`src/hw/rtl/pqsi_pkg.sv`:
```
`timescale 1ns / 1ps
// ----------------------------------------------------------------------------
// pqsi_pkg: shared types and constants of the sorted-insert priority queue
// Payload structs, status and operation codes, sequencer states.
// ----------------------------------------------------------------------------
package pqsi_pkg;

	localparam int QUEUE_DEPTH    = 16;
	localparam int VALUE_WIDTH    = 32;
	localparam int PRIORITY_WIDTH = 8;
	localparam int COUNT_W        = $clog2(QUEUE_DEPTH + 1);
	localparam int IDX_W          = $clog2(QUEUE_DEPTH);

	localparam logic [PRIORITY_WIDTH-1:0] HIGHEST_PRIORITY_RST = '1;

	localparam logic KIND_PUSH = 1'b0;
	localparam logic KIND_POP  = 1'b1;

	typedef enum logic [1:0] {
		STATUS_OK         = 2'd0,
		STATUS_PRIO_HIGH  = 2'd1,
		STATUS_POP_EMPTY  = 2'd2,
		STATUS_PUSH_FULL  = 2'd3
	} status_t;

	typedef enum logic [2:0] {
		ST_IDLE,
		ST_PUSH_WALK,
		ST_PUSH_PLACE,
		ST_POP_WALK,
		ST_DONE
	} state_t;

	typedef struct packed {
		logic                      kind;
		logic [VALUE_WIDTH-1:0]    item_value;
		logic [PRIORITY_WIDTH-1:0] item_priority;
	} cmd_t;

	typedef struct packed {
		status_t                   status;
		logic [VALUE_WIDTH-1:0]    head_value;
		logic [PRIORITY_WIDTH-1:0] head_priority;
		logic                      is_empty;
		logic [COUNT_W-1:0]        entry_count;
	} rsp_t;

	typedef struct packed {
		logic [VALUE_WIDTH-1:0]    value;
		logic [PRIORITY_WIDTH-1:0] prio;
	} entry_t;

endpackage

```
`src/hw/rtl/pqsi_slot_ram.sv`:
```
`timescale 1ns / 1ps
// ----------------------------------------------------------------------------
// pqsi_slot_ram: slot store of the priority queue
// One write port and one read port, read data registered.
// ----------------------------------------------------------------------------
module pqsi_slot_ram #(
	parameter int DEPTH = pqsi_pkg::QUEUE_DEPTH,
	parameter int WIDTH = $bits(pqsi_pkg::entry_t)
) (
	input  logic                     clk,
	input  logic                     we,
	input  logic [$clog2(DEPTH)-1:0] waddr,
	input  logic [WIDTH-1:0]         wdata,
	input  logic [$clog2(DEPTH)-1:0] raddr,
	output logic [WIDTH-1:0]         rdata
);

	logic [WIDTH-1:0] mem_q [DEPTH];

	always_ff @(posedge clk) begin
		if (we) begin
			mem_q[waddr] <= wdata;
		end
	end

	always_ff @(posedge clk) begin
		rdata <= mem_q[raddr];
	end

endmodule

```
`src/hw/rtl/priority_queue_sorted_insert.sv`:
```
`timescale 1ns / 1ps
// ----------------------------------------------------------------------------
// priority_queue_sorted_insert: bounded priority queue by sorted insertion
// Slots held in descending priority order, slot 0 is the head; equal
// priorities leave first-in first-out. One slot moves per cycle.
// ----------------------------------------------------------------------------
//  channel   ports                          handshake
//  --------  -----------------------------  -----------------------------------
//  command   start, busy, item (cmd_t)      taken when start && !busy
//  result    done, result (rsp_t)           one-cycle strobe, no backpressure
//  config    cfg_valid, cfg_ready, cfg_data written when cfg_valid && cfg_ready
//
//  A push walks from the tail toward the head until it finds its slot; a pop
//  moves every entry up by one slot. A rejected item, a push into an empty
//  queue and a pop of at most one entry go straight to the done state. The
//  walk through the slot store reads one slot and writes one per cycle.
//  Reset empties the queue and sets highest_priority to its maximum.
//  Results cannot be stalled; busy holds off the next command.
// ----------------------------------------------------------------------------
module priority_queue_sorted_insert (
	input  logic                                       clk,
	input  logic                                       arst_n,
	input  logic                                       start,
	output logic                                       busy,
	input  pqsi_pkg::cmd_t                             item,
	output logic                                       done,
	output pqsi_pkg::rsp_t                             result,
	input  logic                                       cfg_valid,
	output logic                                       cfg_ready,
	input  logic [pqsi_pkg::PRIORITY_WIDTH-1:0]        cfg_data
);

	localparam int IDX_W   = pqsi_pkg::IDX_W;
	localparam int COUNT_W = pqsi_pkg::COUNT_W;
	localparam logic [COUNT_W-1:0] FULL_COUNT = COUNT_W'(pqsi_pkg::QUEUE_DEPTH);

	pqsi_pkg::state_t  state_q, state_d;
	logic [IDX_W-1:0]  idx_q, idx_d;
	logic [COUNT_W-1:0] occ_q, occ_d;
	pqsi_pkg::entry_t  head_q, head_d;
	pqsi_pkg::entry_t  new_q, new_d;
	pqsi_pkg::status_t status_q, status_d;
	logic [pqsi_pkg::PRIORITY_WIDTH-1:0] highest_q;

	logic              ram_we;
	logic [IDX_W-1:0]  ram_waddr;
	logic [IDX_W-1:0]  ram_raddr;
	pqsi_pkg::entry_t  ram_wdata;
	pqsi_pkg::entry_t  ram_rdata;

	logic              take;
	logic              prio_high;
	logic              full;
	logic              rd_keeps;
	logic              walk_last;
	pqsi_pkg::entry_t  item_entry;

	assign take       = start && !busy;
	assign prio_high  = item.item_priority > highest_q;
	assign full       = occ_q == FULL_COUNT;
	assign rd_keeps   = ram_rdata.prio >= new_q.prio;
	assign walk_last  = {1'b0, idx_q} == COUNT_W'(occ_q - COUNT_W'(1));
	assign item_entry = '{value: item.item_value, prio: item.item_priority};

	pqsi_slot_ram #(
		.DEPTH(pqsi_pkg::QUEUE_DEPTH),
		.WIDTH($bits(pqsi_pkg::entry_t))
	) u_slot_ram (
		.clk  (clk),
		.we   (ram_we),
		.waddr(ram_waddr),
		.wdata(ram_wdata),
		.raddr(ram_raddr),
		.rdata(ram_rdata)
	);

	// next state
	always_comb begin
		state_d = state_q;
		case (state_q)
			pqsi_pkg::ST_IDLE: begin
				if (take) begin
					if (item.kind == pqsi_pkg::KIND_PUSH) begin
						if (prio_high || full || occ_q == '0) begin
							state_d = pqsi_pkg::ST_DONE;
						end else begin
							state_d = pqsi_pkg::ST_PUSH_WALK;
						end
					end else if (occ_q <= COUNT_W'(1)) begin
						state_d = pqsi_pkg::ST_DONE;
					end else begin
						state_d = pqsi_pkg::ST_POP_WALK;
					end
				end
			end
			pqsi_pkg::ST_PUSH_WALK: begin
				if (rd_keeps) begin
					state_d = pqsi_pkg::ST_DONE;
				end else if (idx_q == '0) begin
					state_d = pqsi_pkg::ST_PUSH_PLACE;
				end
			end
			pqsi_pkg::ST_PUSH_PLACE: state_d = pqsi_pkg::ST_DONE;
			pqsi_pkg::ST_POP_WALK: begin
				if (walk_last) begin
					state_d = pqsi_pkg::ST_DONE;
				end
			end
			pqsi_pkg::ST_DONE: state_d = pqsi_pkg::ST_IDLE;
			default: state_d = pqsi_pkg::ST_IDLE;
		endcase
	end

	// datapath control
	always_comb begin
		ram_we    = 1'b0;
		ram_waddr = IDX_W'(idx_q + IDX_W'(1));
		ram_wdata = new_q;
		ram_raddr = idx_q;
		idx_d     = idx_q;
		occ_d     = occ_q;
		head_d    = head_q;
		new_d     = new_q;
		status_d  = status_q;
		case (state_q)
			pqsi_pkg::ST_IDLE: begin
				if (take) begin
					new_d    = item_entry;
					status_d = pqsi_pkg::STATUS_OK;
					if (item.kind == pqsi_pkg::KIND_PUSH) begin
						if (prio_high) begin
							status_d = pqsi_pkg::STATUS_PRIO_HIGH;
						end else if (full) begin
							status_d = pqsi_pkg::STATUS_PUSH_FULL;
						end else begin
							occ_d = COUNT_W'(occ_q + COUNT_W'(1));
							if (occ_q == '0) begin
								ram_we    = 1'b1;
								ram_waddr = '0;
								ram_wdata = item_entry;
								head_d    = item_entry;
							end else begin
								// start at the tail and walk toward the head
								idx_d     = IDX_W'(occ_q - COUNT_W'(1));
								ram_raddr = IDX_W'(occ_q - COUNT_W'(1));
							end
						end
					end else begin
						if (occ_q == '0) begin
							status_d = pqsi_pkg::STATUS_POP_EMPTY;
						end else if (occ_q == COUNT_W'(1)) begin
							occ_d = '0;
						end else begin
							idx_d     = IDX_W'(1);
							ram_raddr = IDX_W'(1);
						end
					end
				end
			end
			pqsi_pkg::ST_PUSH_WALK: begin
				ram_we = 1'b1;
				if (!rd_keeps) begin
					// shift the lower-priority entry back by one slot
					ram_wdata = ram_rdata;
					if (idx_q != '0) begin
						idx_d     = IDX_W'(idx_q - IDX_W'(1));
						ram_raddr = IDX_W'(idx_q - IDX_W'(1));
					end
				end
			end
			pqsi_pkg::ST_PUSH_PLACE: begin
				ram_we    = 1'b1;
				ram_waddr = '0;
				head_d    = new_q;
			end
			pqsi_pkg::ST_POP_WALK: begin
				// move each entry up by one slot
				ram_we    = 1'b1;
				ram_waddr = IDX_W'(idx_q - IDX_W'(1));
				ram_wdata = ram_rdata;
				if (idx_q == IDX_W'(1)) begin
					head_d = ram_rdata;
				end
				if (walk_last) begin
					occ_d = COUNT_W'(occ_q - COUNT_W'(1));
				end else begin
					idx_d     = IDX_W'(idx_q + IDX_W'(1));
					ram_raddr = IDX_W'(idx_q + IDX_W'(1));
				end
			end
			default: begin
			end
		endcase
	end

	always_ff @(posedge clk or negedge arst_n) begin
		if (!arst_n) begin
			state_q   <= pqsi_pkg::ST_IDLE;
			occ_q     <= '0;
			highest_q <= pqsi_pkg::HIGHEST_PRIORITY_RST;
		end else begin
			state_q <= state_d;
			occ_q   <= occ_d;
			if (cfg_valid && cfg_ready) begin
				highest_q <= cfg_data;
			end
		end
	end

	always_ff @(posedge clk) begin
		idx_q    <= idx_d;
		head_q   <= head_d;
		new_q    <= new_d;
		status_q <= status_d;
	end

	assign busy      = state_q != pqsi_pkg::ST_IDLE;
	assign done      = state_q == pqsi_pkg::ST_DONE;
	assign cfg_ready = 1'b1;

	always_comb begin
		result.status        = status_q;
		result.is_empty      = occ_q == '0;
		result.entry_count   = occ_q;
		result.head_value    = (occ_q == '0) ? '0 : head_q.value;
		result.head_priority = (occ_q == '0) ? '0 : head_q.prio;
	end

endmodule
```
`config.mk`:
```
export PLATFORM = sky130hd
export DESIGN_NAME = priority_queue_sorted_insert
export DESIGN_NICKNAME = d
export VERILOG_FILES = /design/src/hw/rtl/pqsi_pkg.sv /design/src/hw/rtl/pqsi_slot_ram.sv /design/src/hw/rtl/priority_queue_sorted_insert.sv
export SDC_FILE = /design/constraint.sdc
export NUM_CORES = 1
export LEC_CHECK = 0
export ABC_AREA = 1
export BUFFER_PORTS_ARGS = -buffer_cell sky130_fd_sc_hd__buf_2
export CELL_PAD_IN_SITES_DETAIL_PLACEMENT = 1
export CELL_PAD_IN_SITES_GLOBAL_PLACEMENT = 1
export CORE_MARGIN = 3
export CORE_UTILIZATION = 25
export DETAILED_ROUTE_END_ITERATION = 12
export HOLD_SLACK_MARGIN = 0.06
export PLACE_DENSITY_LB_ADDON = 0.1
export SLEW_MARGIN = 20
export SYNTH_ARGS = -nofsm -noshare
export SYNTH_HDL_FRONTEND = slang
export SYNTH_SLANG_ARGS = --single-unit
```
`constraint.sdc`:
```
create_clock -name clk -period 3.8 [get_ports clk]
set_input_delay 0.76 -clock clk [delete_from_list [all_inputs] [get_ports clk]]
set_output_delay 0.76 -clock clk [all_outputs]
set_load 0.03 [all_outputs]
```
# After elaboration in Yosys (flattened, before gate mapping)

Memories as Yosys holds them, arrays and structs flattened. A register that Yosys moved wholly into a read port is not among the register bits.
Cells that the tools add are included.

Logic and storage cells: 114
Register bits after elaboration: 102
Bits of input ports: 53
Bits in writable memories: 640
Memories kept: 1
Output and inout port bits: 51

Memory list:

| name             | depth | width | rd ports | clocked after memory_dff | wr ports | RTL line            | source |
|---|---|---|---|---|---|---|---|
| u_slot_ram.mem_q | 16    | 40    | 1        | 1                        | 1        | pqsi_slot_ram.sv:18 | `logic [WIDTH-1:0] mem_q [DEPTH];` |

Add/subtract/negate cells: 4
$lt $le $gt $ge: 3
Reduce and logical (&&, ||, !) cells: 16
Equal/unequal tests: 20
Muxes and demuxes: 61

Operator list:

| kind                | count |
|---|---|
| $mux 40             | 12 |
| $pmux 40 s3         | 2 |
| $mux 4              | 15 |
| $mux 5              | 7 |
| $mux 32             | 1 |
| $pmux 4 s3          | 2 |
| $mux 3              | 7 |
| $ne 3x3->1 const B  | 5 |
| $ne 2x2->1 const B  | 7 |
| $reduce_and 7->1    | 2 |
| $pmux 3 s4          | 1 |
| $pmux 5 s2          | 1 |
| $ge 8x8->1          | 1 |
| $gt 8x8->1          | 1 |
| $mux 2              | 4 |
| $mux 8              | 1 |
| $mux 1              | 7 |
| $eq 3x2->1 const B  | 2 |
| $reduce_bool 3->1   | 2 |
| $add 5x1->5 const B | 1 |
| $eq 4x5->1          | 1 |
| $eq 5x1->1 const B  | 1 |
| $eq 5x5->1 const B  | 1 |
| $le 5x1->1 const B  | 1 |
| 18 further kinds    | 19 |

# Depth between registers and ports, before layout

Gate-level depths: netlist of run 1.

Depth after elaboration: 9
Gate-level depth with buffers: 23
Mapped depth without buffers: 21

# Modules after synthesis

A second synthesis of run 1 with hierarchy kept.

Cells, all modules: 3613
Area total of the unflattened synthesis: 35521.6 µm²

By module, submodules not included:

| module                       | instances | cells an instance | seq. area each (µm²) | area an instance (µm²) |
|---|---|---|---|---|
| pqsi_slot_ram                | 1         | 2643              | 20019.2              | 28318.4 |
| priority_queue_sorted_insert | 1         | 970               | 2952.8               | 7203.2 |

# Worst setup path before layout of run 1

Ideal clock, no wire load.

Path type: input to register
From: in item[7] (netlist bit)
To: mem u_slot_ram.mem_q[14][0] (netlist bit) (enable)
Library setup time: 0.437 ns
Setup slack: -0.623 ns
Arrival time: 3.985 ns
Data required time: 3.363 ns
Stages on the path: 12
Path buffers: 1
Path through: ha_1 -> nand2_1 -> nor2_1 -> nand2_1 -> nand2_1 -> nand2_1 -> nand4_1 -> buf_2 -> nand2_1 -> o21ai_0 -> nand3_1 -> nor2_1

Cells in the longest elaborated chain, start to end: 7
Elaborated cells on any way between the ends: 11
Classes of those cells: order compare: 1; mux: 10

Ends and longest elaborated chain:

| item                         | RTL line                            | source |
|---|---|---|
| start, declared              | priority_queue_sorted_insert.sv:25  | `input pqsi_pkg::cmd_t item,` |
| $gt 8x8->1 (*)               | priority_queue_sorted_insert.sv:59  | `assign prio_high = item.item_priority > highest_q;` |
| $mux 1                       | priority_queue_sorted_insert.sv:131 | `if (prio_high) begin` |
| $mux 1                       | priority_queue_sorted_insert.sv:130 | `if (item.kind == pqsi_pkg::KIND_PUSH) begin` |
| $mux 1                       | priority_queue_sorted_insert.sv:127 | `if (take) begin` |
| $pmux 1 s2                   | priority_queue_sorted_insert.sv:125 | `case (state_q)` |
| $mux 1                       | pqsi_slot_ram.sv:21                 | `if (we) begin` |
| $mux 1 (not written as such) | pqsi_slot_ram.sv:22                 | `mem_q[waddr] <= wdata;` |
| end, declared                | pqsi_slot_ram.sv:18                 |  |

Every way passes the cells marked *; elsewhere a longest branch is shown, timed or not.

==> impl_metrics.yaml, run 1 <==
synth:
  yosys.cell_count.top_type: "nand2_1"
  ys_seq_elements: 782
  synth_top_area_frac: 0.618
  synth_edf_count: 722
  synth.distinct_cells: 43
  synthTopCellsByCount: "842 x nand2_1, 722 x edfxtp_1, 672 x nand3_1"
  seq_area_frac_synth: 0.655
  synth.area.top_cells: "edfxtp_1 62%, nand3_1 9.6%, nand2_1 9.0%"
  syn-num-nets: 3474
  synthCells: 3397
  synth_area_leader_cell: "edfxtp_1"
  syn_avg_cell_area_um2: 10.3
  syn-cell-area_um2: 35100
  ys_async_sr_fraction: 0.0205
  synth_warnings: 0
  ys.flop_type: "edfxtp_1"
die:
  die-width_um: 381
  die-area_um2: 145000
  initial_utilization: 0.254
  core_um2: 138000
  die_h_um: 381
  rows: 136
  ios: 104
placed_design:
  place_hpwl_mm: 75.7
  post-place-cells: 5342
  port_buffers: 102
  pre_cts_slack_ns: 0.106
  gp_congestion: 0.727
timing:
  period_minus_slack_ns: 3.54
  fin_skew_ns: 0.0371
  setup_ws_ns: 0.263
  relSlewSlack: 0.334
  max_freq_mhz: 283
  rsz0062_at_grt: "no"
  final-max-slew-violation-count: 0
  finalHoldViolCount: 0
  min_period_over_period: 0.931
  final-setup-viol-count: 0
  tightest_slew_ns: 0.999
global_routing:
  grt_pass1_vias: 25700
  grt_pass1_wl_mm: 183
  grt_max_degree: 82
  antenna_found_initial: 6
  grt_use_total: 0.170
  gr-total-overflow: 0
clocking:
  insertion_delay_ns: 0.71
  clk_path_buf_depth: 3
  numCtsBuffers: 96
  htree_num_levels: 3
  cts.sinks: 782
  root_buffer: "clkbuf_16"
  clk_pin_slew_worst_paths_ns: 0.06
  post-cts-setup-buffer-count: 0
  tritoncts: "yes"
routing:
  wl_mm: 124
  detail_route.vias_per_cell: 4.53
  num_vias: 25000
  drt_iter0_drc: 1392
  wl_per_cell_um: 22.5
  drc: 0
  dr.pass1.iters: 5
  ant_nets: 0
setup_path:
  r2r-end: "u_slot_ram.mem_q[12][16]$_DFFE_PP_"
  cp-end-kind: "primary output"
  r2r_slack_ns: 0.38
  cp_max_fo: 22
  critPathLaunch: "occ_q[1]$_DFFE_PN0P_"
  r2r_start: "highest_q[7]$_DFFE_PN1P_"
  cp.arrival_ns: 2.78
  worstPathRequired_ns: 3.04
  worstSetupPathType: "flop to primary output"
  reg2regPathDepth: 14
  startpoint_type: "flop"
layout:
  syn_to_final_growth_pct: 21.8
  final_nets: 3655
  fillers: 15400
  drive_gt1_frac: 0.134
  postLayoutCoreUtil: 0.309
  finalNonFillerCells: 5525
power:
  leakage_nw: 17.1
  vdd_ir_drop_max_uv: 564
  powerDensity_nw_per_um2: 1070
run:
  drv_cap: 0
worst_hold_path:
  hp-class: "input port to flop"
  worstHoldStart: "item[12]"
  hold_path_depth: 1
  min_to: "new_q[12]$_DFFE_PP_"
outcome:
  status: "complete, no violations"
critical path: stages (launching register included):
cell and delay [ns]:
dfrtp_1 0.45, inv_1 0.13, ha_1 0.22, nand2_1 0.23, inv_2 0.07, nand2_2 0.09
buf_8 0.25, buf_8 0.26, nand2_1 0.08, inv_1 0.06, buf_2 0.21
area by class of cell:
| cell class | instances | area, um2 | share of cell area |
|---|---|---|---|
| inverter | 447 | 1690 | 0.0394 |
| clock inverter | 38 | 408 | 0.00955 |
| timing repair buffer | 292 | 2970 | 0.0695 |
| sequential | 782 | 23000 | 0.538 |
| multi-input combinational | 1959 | 9610 | 0.225 |
| tap | 1863 | 2330 | 0.0546 |
| clock buffer | 141 | 2740 | 0.0642 |
| antenna | 3 | 7.51 | 0.000176 |
cell families after synthesis:
kind of cell	synth area share
and+or+nand+nor	0.212
DFF	0.655
buffers and inverters	0.0771
AOI/OAI and AO/OA	0.0450
adders and majority gates	0.00856
xor gates and xnor gates	0.00200
other	0.000107
muxes	0.000321
what timing repair did:
action / in CTS / in global routing
endpoints found under the setup margin: 19 / 19
hold buffers: 1 / 0
endpoints found under the hold margin: 8 / 0
resized for setup: 2 / 2
registers in the layout, summed over array words and instances, names as in the netlist:
| register | count |
|---|---|
| u_slot_ram.mem_q | 640 |
| head_q | 40 |
| new_q | 40 |
| u_slot_ram.rdata | 40 |
| highest_q | 8 |
| occ_q | 5 |
| idx_q | 4 |
| state_q | 3 |
| status_q | 2 |
metrics by stage:
| stage | hold WS [ns] | total power [mW] | instance area (um2) | TNS, ns |
|---|---|---|---|---|
| floorplan | 0.463 | 26.6 | 35100 | -354.53 |
| CTS | 0.183 | 46.8 | 42700 | 0 |
| finish | 0.265 | 45.8 | 42700 | 0 |
| global route | 0.209 | 49.3 | 42700 | 0 |
| detailed placement | 0.505 | 37.3 | 39500 | 0 |
| global placement | 0.500 | 37.3 | 39500 | 0 |
where the power goes:
group,switching (mW),total (mW),internal (mW),leakage (nW)
sequential,0.418,13.2,12.8,7.12
clock,3.80,9.22,5.42,1.54
combinational,16.3,23.4,7.07,8.47
placed cells by master (no fill, tap or decap), drive strengths merged, types with 4 or more instances in the layout:
master	count
a21oi	84
a22oi	26
buf	291
bufinv	6
clkbuf	141
clkinv	31
dfrtp	8
dfstp	8
dfxtp	44
edfxtp	722
ha	24
inv	446
nand2	845
nand3	674
nand3b	83
nand4	4
nor2	55
o2111ai	4
o211ai	42
o21ai	87
o221ai	12
xor2	5
worst max-delay path by stage:
stage,slack (ns),cells after the start,to
global route,0.005,19,u_slot_ram.rdata[28]$_DFF_P_
global placement,0.09,18,u_slot_ram.mem_q[12][37]$_DFFE_PP_
detailed placement,0.11,14,u_slot_ram.mem_q[12][31]$_DFFE_PP_
finish,0.26,10,result[40]
floorplan,-0.62,12,u_slot_ram.mem_q[14][0]$_DFFE_PP_
CTS,0.06,10,result[29]
per-layer routing:
layer | routed length [um] | track usage
met1 | 59900 | 0.238
met2 | 57200 | 0.274
met3 | 4870 | 0.0306
met4 | 2060 | 0.0358
met5 | 0 | 0
Power figures use the tool's default switching activity.
==> run 2, diff against run 1 <==
--- a/config.mk
+++ b/config.mk
@@ -5,7 +5,6 @@
 export SDC_FILE = /design/constraint.sdc
 export NUM_CORES = 1
 export LEC_CHECK = 0
-export ABC_AREA = 1
 export BUFFER_PORTS_ARGS = -buffer_cell sky130_fd_sc_hd__buf_2
 export CELL_PAD_IN_SITES_DETAIL_PLACEMENT = 1
 export CELL_PAD_IN_SITES_GLOBAL_PLACEMENT = 1
==> constraint.sdc (replaced) <==
create_clock -name clk -period 3.8 [get_ports clk]
set_input_delay 0.38 -clock clk [delete_from_list [all_inputs] [get_ports clk]]
set_output_delay 0.38 -clock clk [all_outputs]
set_load 0.03 [all_outputs]
==> impl_metrics.yaml, run 2 <==
timing:
  final-max-slew-violation-count: 0
  holdWs_ns: 0.206
  tightest_slew_ns: 0.875
  fin_skew_ns: 0.0217
  period_minus_slack_ns: 3.68
  min_period_over_period: 0.969
  finalHoldViolCount: 0
  relSlewSlack: 0.410
  final-setup-viol-count: 0
  max_freq_mhz: 271
placed_design:
  port_buffers: 102
  post-place-cells: 3743
  gp_congestion: 0.749
  place_hpwl_mm: 60.8
layout:
  largest_register: "u_slot_ram.mem_q"
  postLayoutCoreUtil: 0.323
  largest_reg_flops: 640
  final_common_cell: "edfxtp_1"
  finalNonFillerCells: 4019
  final_cell_mix: "722 x edfxtp_1, 322 x mux2_2, 143 x o22ai_1"
  syn_to_final_growth_pct: 27.8
  drive_gt1_frac: 0.360
  seqCellArea_um2: 23000
  final_nets: 2366
  multi_input_area_um2: 8490
  fillers: 12800
global_routing:
  grt_pass1_wl_mm: 145
  gr-total-overflow: 0
  grt_use_total: 0.152
  antenna_found_initial: 3
  grt_max_degree: 81
  grt_pass1_vias: 20000
power:
  pwr-share-comb: 0.443
  p_int_mw: 24.9
  clockPowerShare: 0.235
  powerDensity_nw_per_um2: 950
  vdd_ir_drop_max_uv: 378
  pwr-share-seq: 0.322
  p_sw_mw: 13.8
  leakage_nw: 13.9
  switching_share: 0.357
clocking:
  htree_num_levels: 3
  insertion_delay_ns: 0.66
  clk_path_buf_depth: 3
  root_buffer: "clkbuf_16"
  cts.sinks: 782
  numCtsBuffers: 95
  tritoncts: "yes"
  clk_pin_slew_worst_paths_ns: 0.05
synth:
  ys.flop_type: "edfxtp_1"
  synthTopCellsByCount: "722 x edfxtp_1, 322 x mux2_2, 161 x o22ai_1"
  synthCells: 1950
  ys_seq_elements: 782
  syn-cell-area_um2: 31800
  synth.area.top_cells: "edfxtp_1 68%, mux2_2 11%, o22ai_1 3.2%"
  synth_warnings: 0
  ys_async_sr_fraction: 0.0205
  synth.distinct_cells: 72
  synth_area_leader_cell: "edfxtp_1"
  yosys.cell_count.top_type: "edfxtp_1"
  synth_top_area_frac: 0.681
  syn-num-nets: 2027
  seq_area_frac_synth: 0.721
  synth_edf_count: 722
  syn_avg_cell_area_um2: 16.3
setup_path:
  startpoint_type: "flop"
  worstSetupPathType: "flop to flop"
  r2r-end: "u_slot_ram.rdata[0]$_DFF_P_"
  r2r_slack_ns: 0.12
  reg2regPathDepth: 14
  critPathLaunch: "occ_q[0]$_DFFE_PN0P_"
  cp_max_fo: 8
  r2r_start: "occ_q[0]$_DFFE_PN0P_"
  cp.arrival_ns: 4.21
  cp-end-kind: "flop"
  worstPathRequired_ns: 4.33
routing:
  drc: 0
  drt_iter0_drc: 1299
  dr.pass1.iters: 7
  num_vias: 18700
  wl_per_cell_um: 26.0
  detail_route.vias_per_cell: 4.65
  wl_mm: 105
  ant_nets: 0
worst_hold_path:
  hold_path_depth: 3
  worstHoldStart: "start"
  hp-class: "input port to flop"
  min_to: "state_q[0]$_DFFE_PN0P_"
die:
  core_um2: 126000
  rows: 130
  die_h_um: 363
  die-width_um: 363
  die-area_um2: 132000
  initial_utilization: 0.253
  ios: 104
run:
  drv_cap: 0
outcome:
  status: "complete, no violations"
run 2: per-layer routing:
metal / track usage / share of wire
met5: 0 / 0
met1: 0.209 / 0.47
met3: 0.0210 / 0.035
met4: 0.0443 / 0.021
met2: 0.249 / 0.47
run 2: stage by stage:
step	cell area (um2)	setup slack, ns	power [mW]	setup TNS [ns]
floorplan	31900	-0.323	22.0	-59.57
global placement	36000	-0.116	28.5	-0.192
detailed placement	36000	-0.143	28.6	-0.376
CTS	39800	0.0151	38.1	0
global route	40700	-0.0131	40.7	-0.0847
finish	40700	0.116	38.7	0
run 2: power by group through the flow:
stage / Sequential [mW] / Clock [mW] / Combinational, mW
after global routing: 12.6 / 9.74 / 18.4
final: 12.4 / 9.08 / 17.1
after CTS: 12.5 / 9.41 / 16.2
after floorplan: 12.4 / 0 / 9.56
after global placement: 12.6 / 0 / 15.9
after detailed placement: 12.6 / 0 / 16.0
run 2: worst max-delay path by stage:
stage,to,slack [ns],cells past startpoint
6_report,u_slot_ram.rdata[0]$_DFF_P_,0.12,14
4_1_cts,u_slot_ram.rdata[10]$_DFF_P_,0.02,14
3_5_place_dp,u_slot_ram.rdata[0]$_DFF_P_,-0.14,13
3_3_place_gp,u_slot_ram.rdata[26]$_DFF_P_,-0.12,13
2_1_floorplan,head_q[0]$_DFFE_PP_,-0.32,8
5_1_grt,u_slot_ram.mem_q[9][27]$_DFFE_PP_,-0.01,14
run 2: kinds of logic (layout without fill, tap and decap cells):
logic type | Yosys count | after routing | share of synthesized area
XOR/XNOR | 8 | 8 | 0.00263
AND/OR/NAND/NOR | 248 | 248 | 0.0402
AO/OA/AOI/OAI | 340 | 340 | 0.0726
other | 1 | 2 | 0.000118
multiplexers | 364 | 364 | 0.127
flip-flops | 782 | 782 | 0.721
adder cells (fa/ha/maj) | 24 | 24 | 0.00943
buffers and inverters | 183 | 601 | 0.0266
run 2: repair_timing:
item | 4_1_cts | 5_1_grt
setup buffers | 2 | 20
pin swaps | 2 | 14
hold buffers | 63 | 0
hold endpoints to repair | 95 | 0
setup endpoints to repair | 9 | 487
cloned | 0 | 13
gates resized for setup | 8 | 61
run 2: cell type report:
cell class                      count  area share
Sequential cell                   782       0.565
Inverter                           71     0.00655
Clock buffer                      136      0.0666
Antenna cell                        1   0.0000615
Multi-Input combinational cell    985       0.209
Timing Repair Buffer              354      0.0925
Clock inverter                     40      0.0104
Tap cell                         1650      0.0507
run 2: critical path, stage by stage, from the launching register on:
cell     delay (ns)
dfrtp_1        0.38
inv_2          0.08
ha_1           0.16
or3b_4         0.39
a32o_1         0.22
or4_4          0.52
nand2_2        0.10
buf_4          0.13
a21o_1         0.13
o211a_4        0.29
buf_12         0.21
buf_4          0.21
mux2_2         0.35
o22ai_1        0.29
nor4_2         0.09
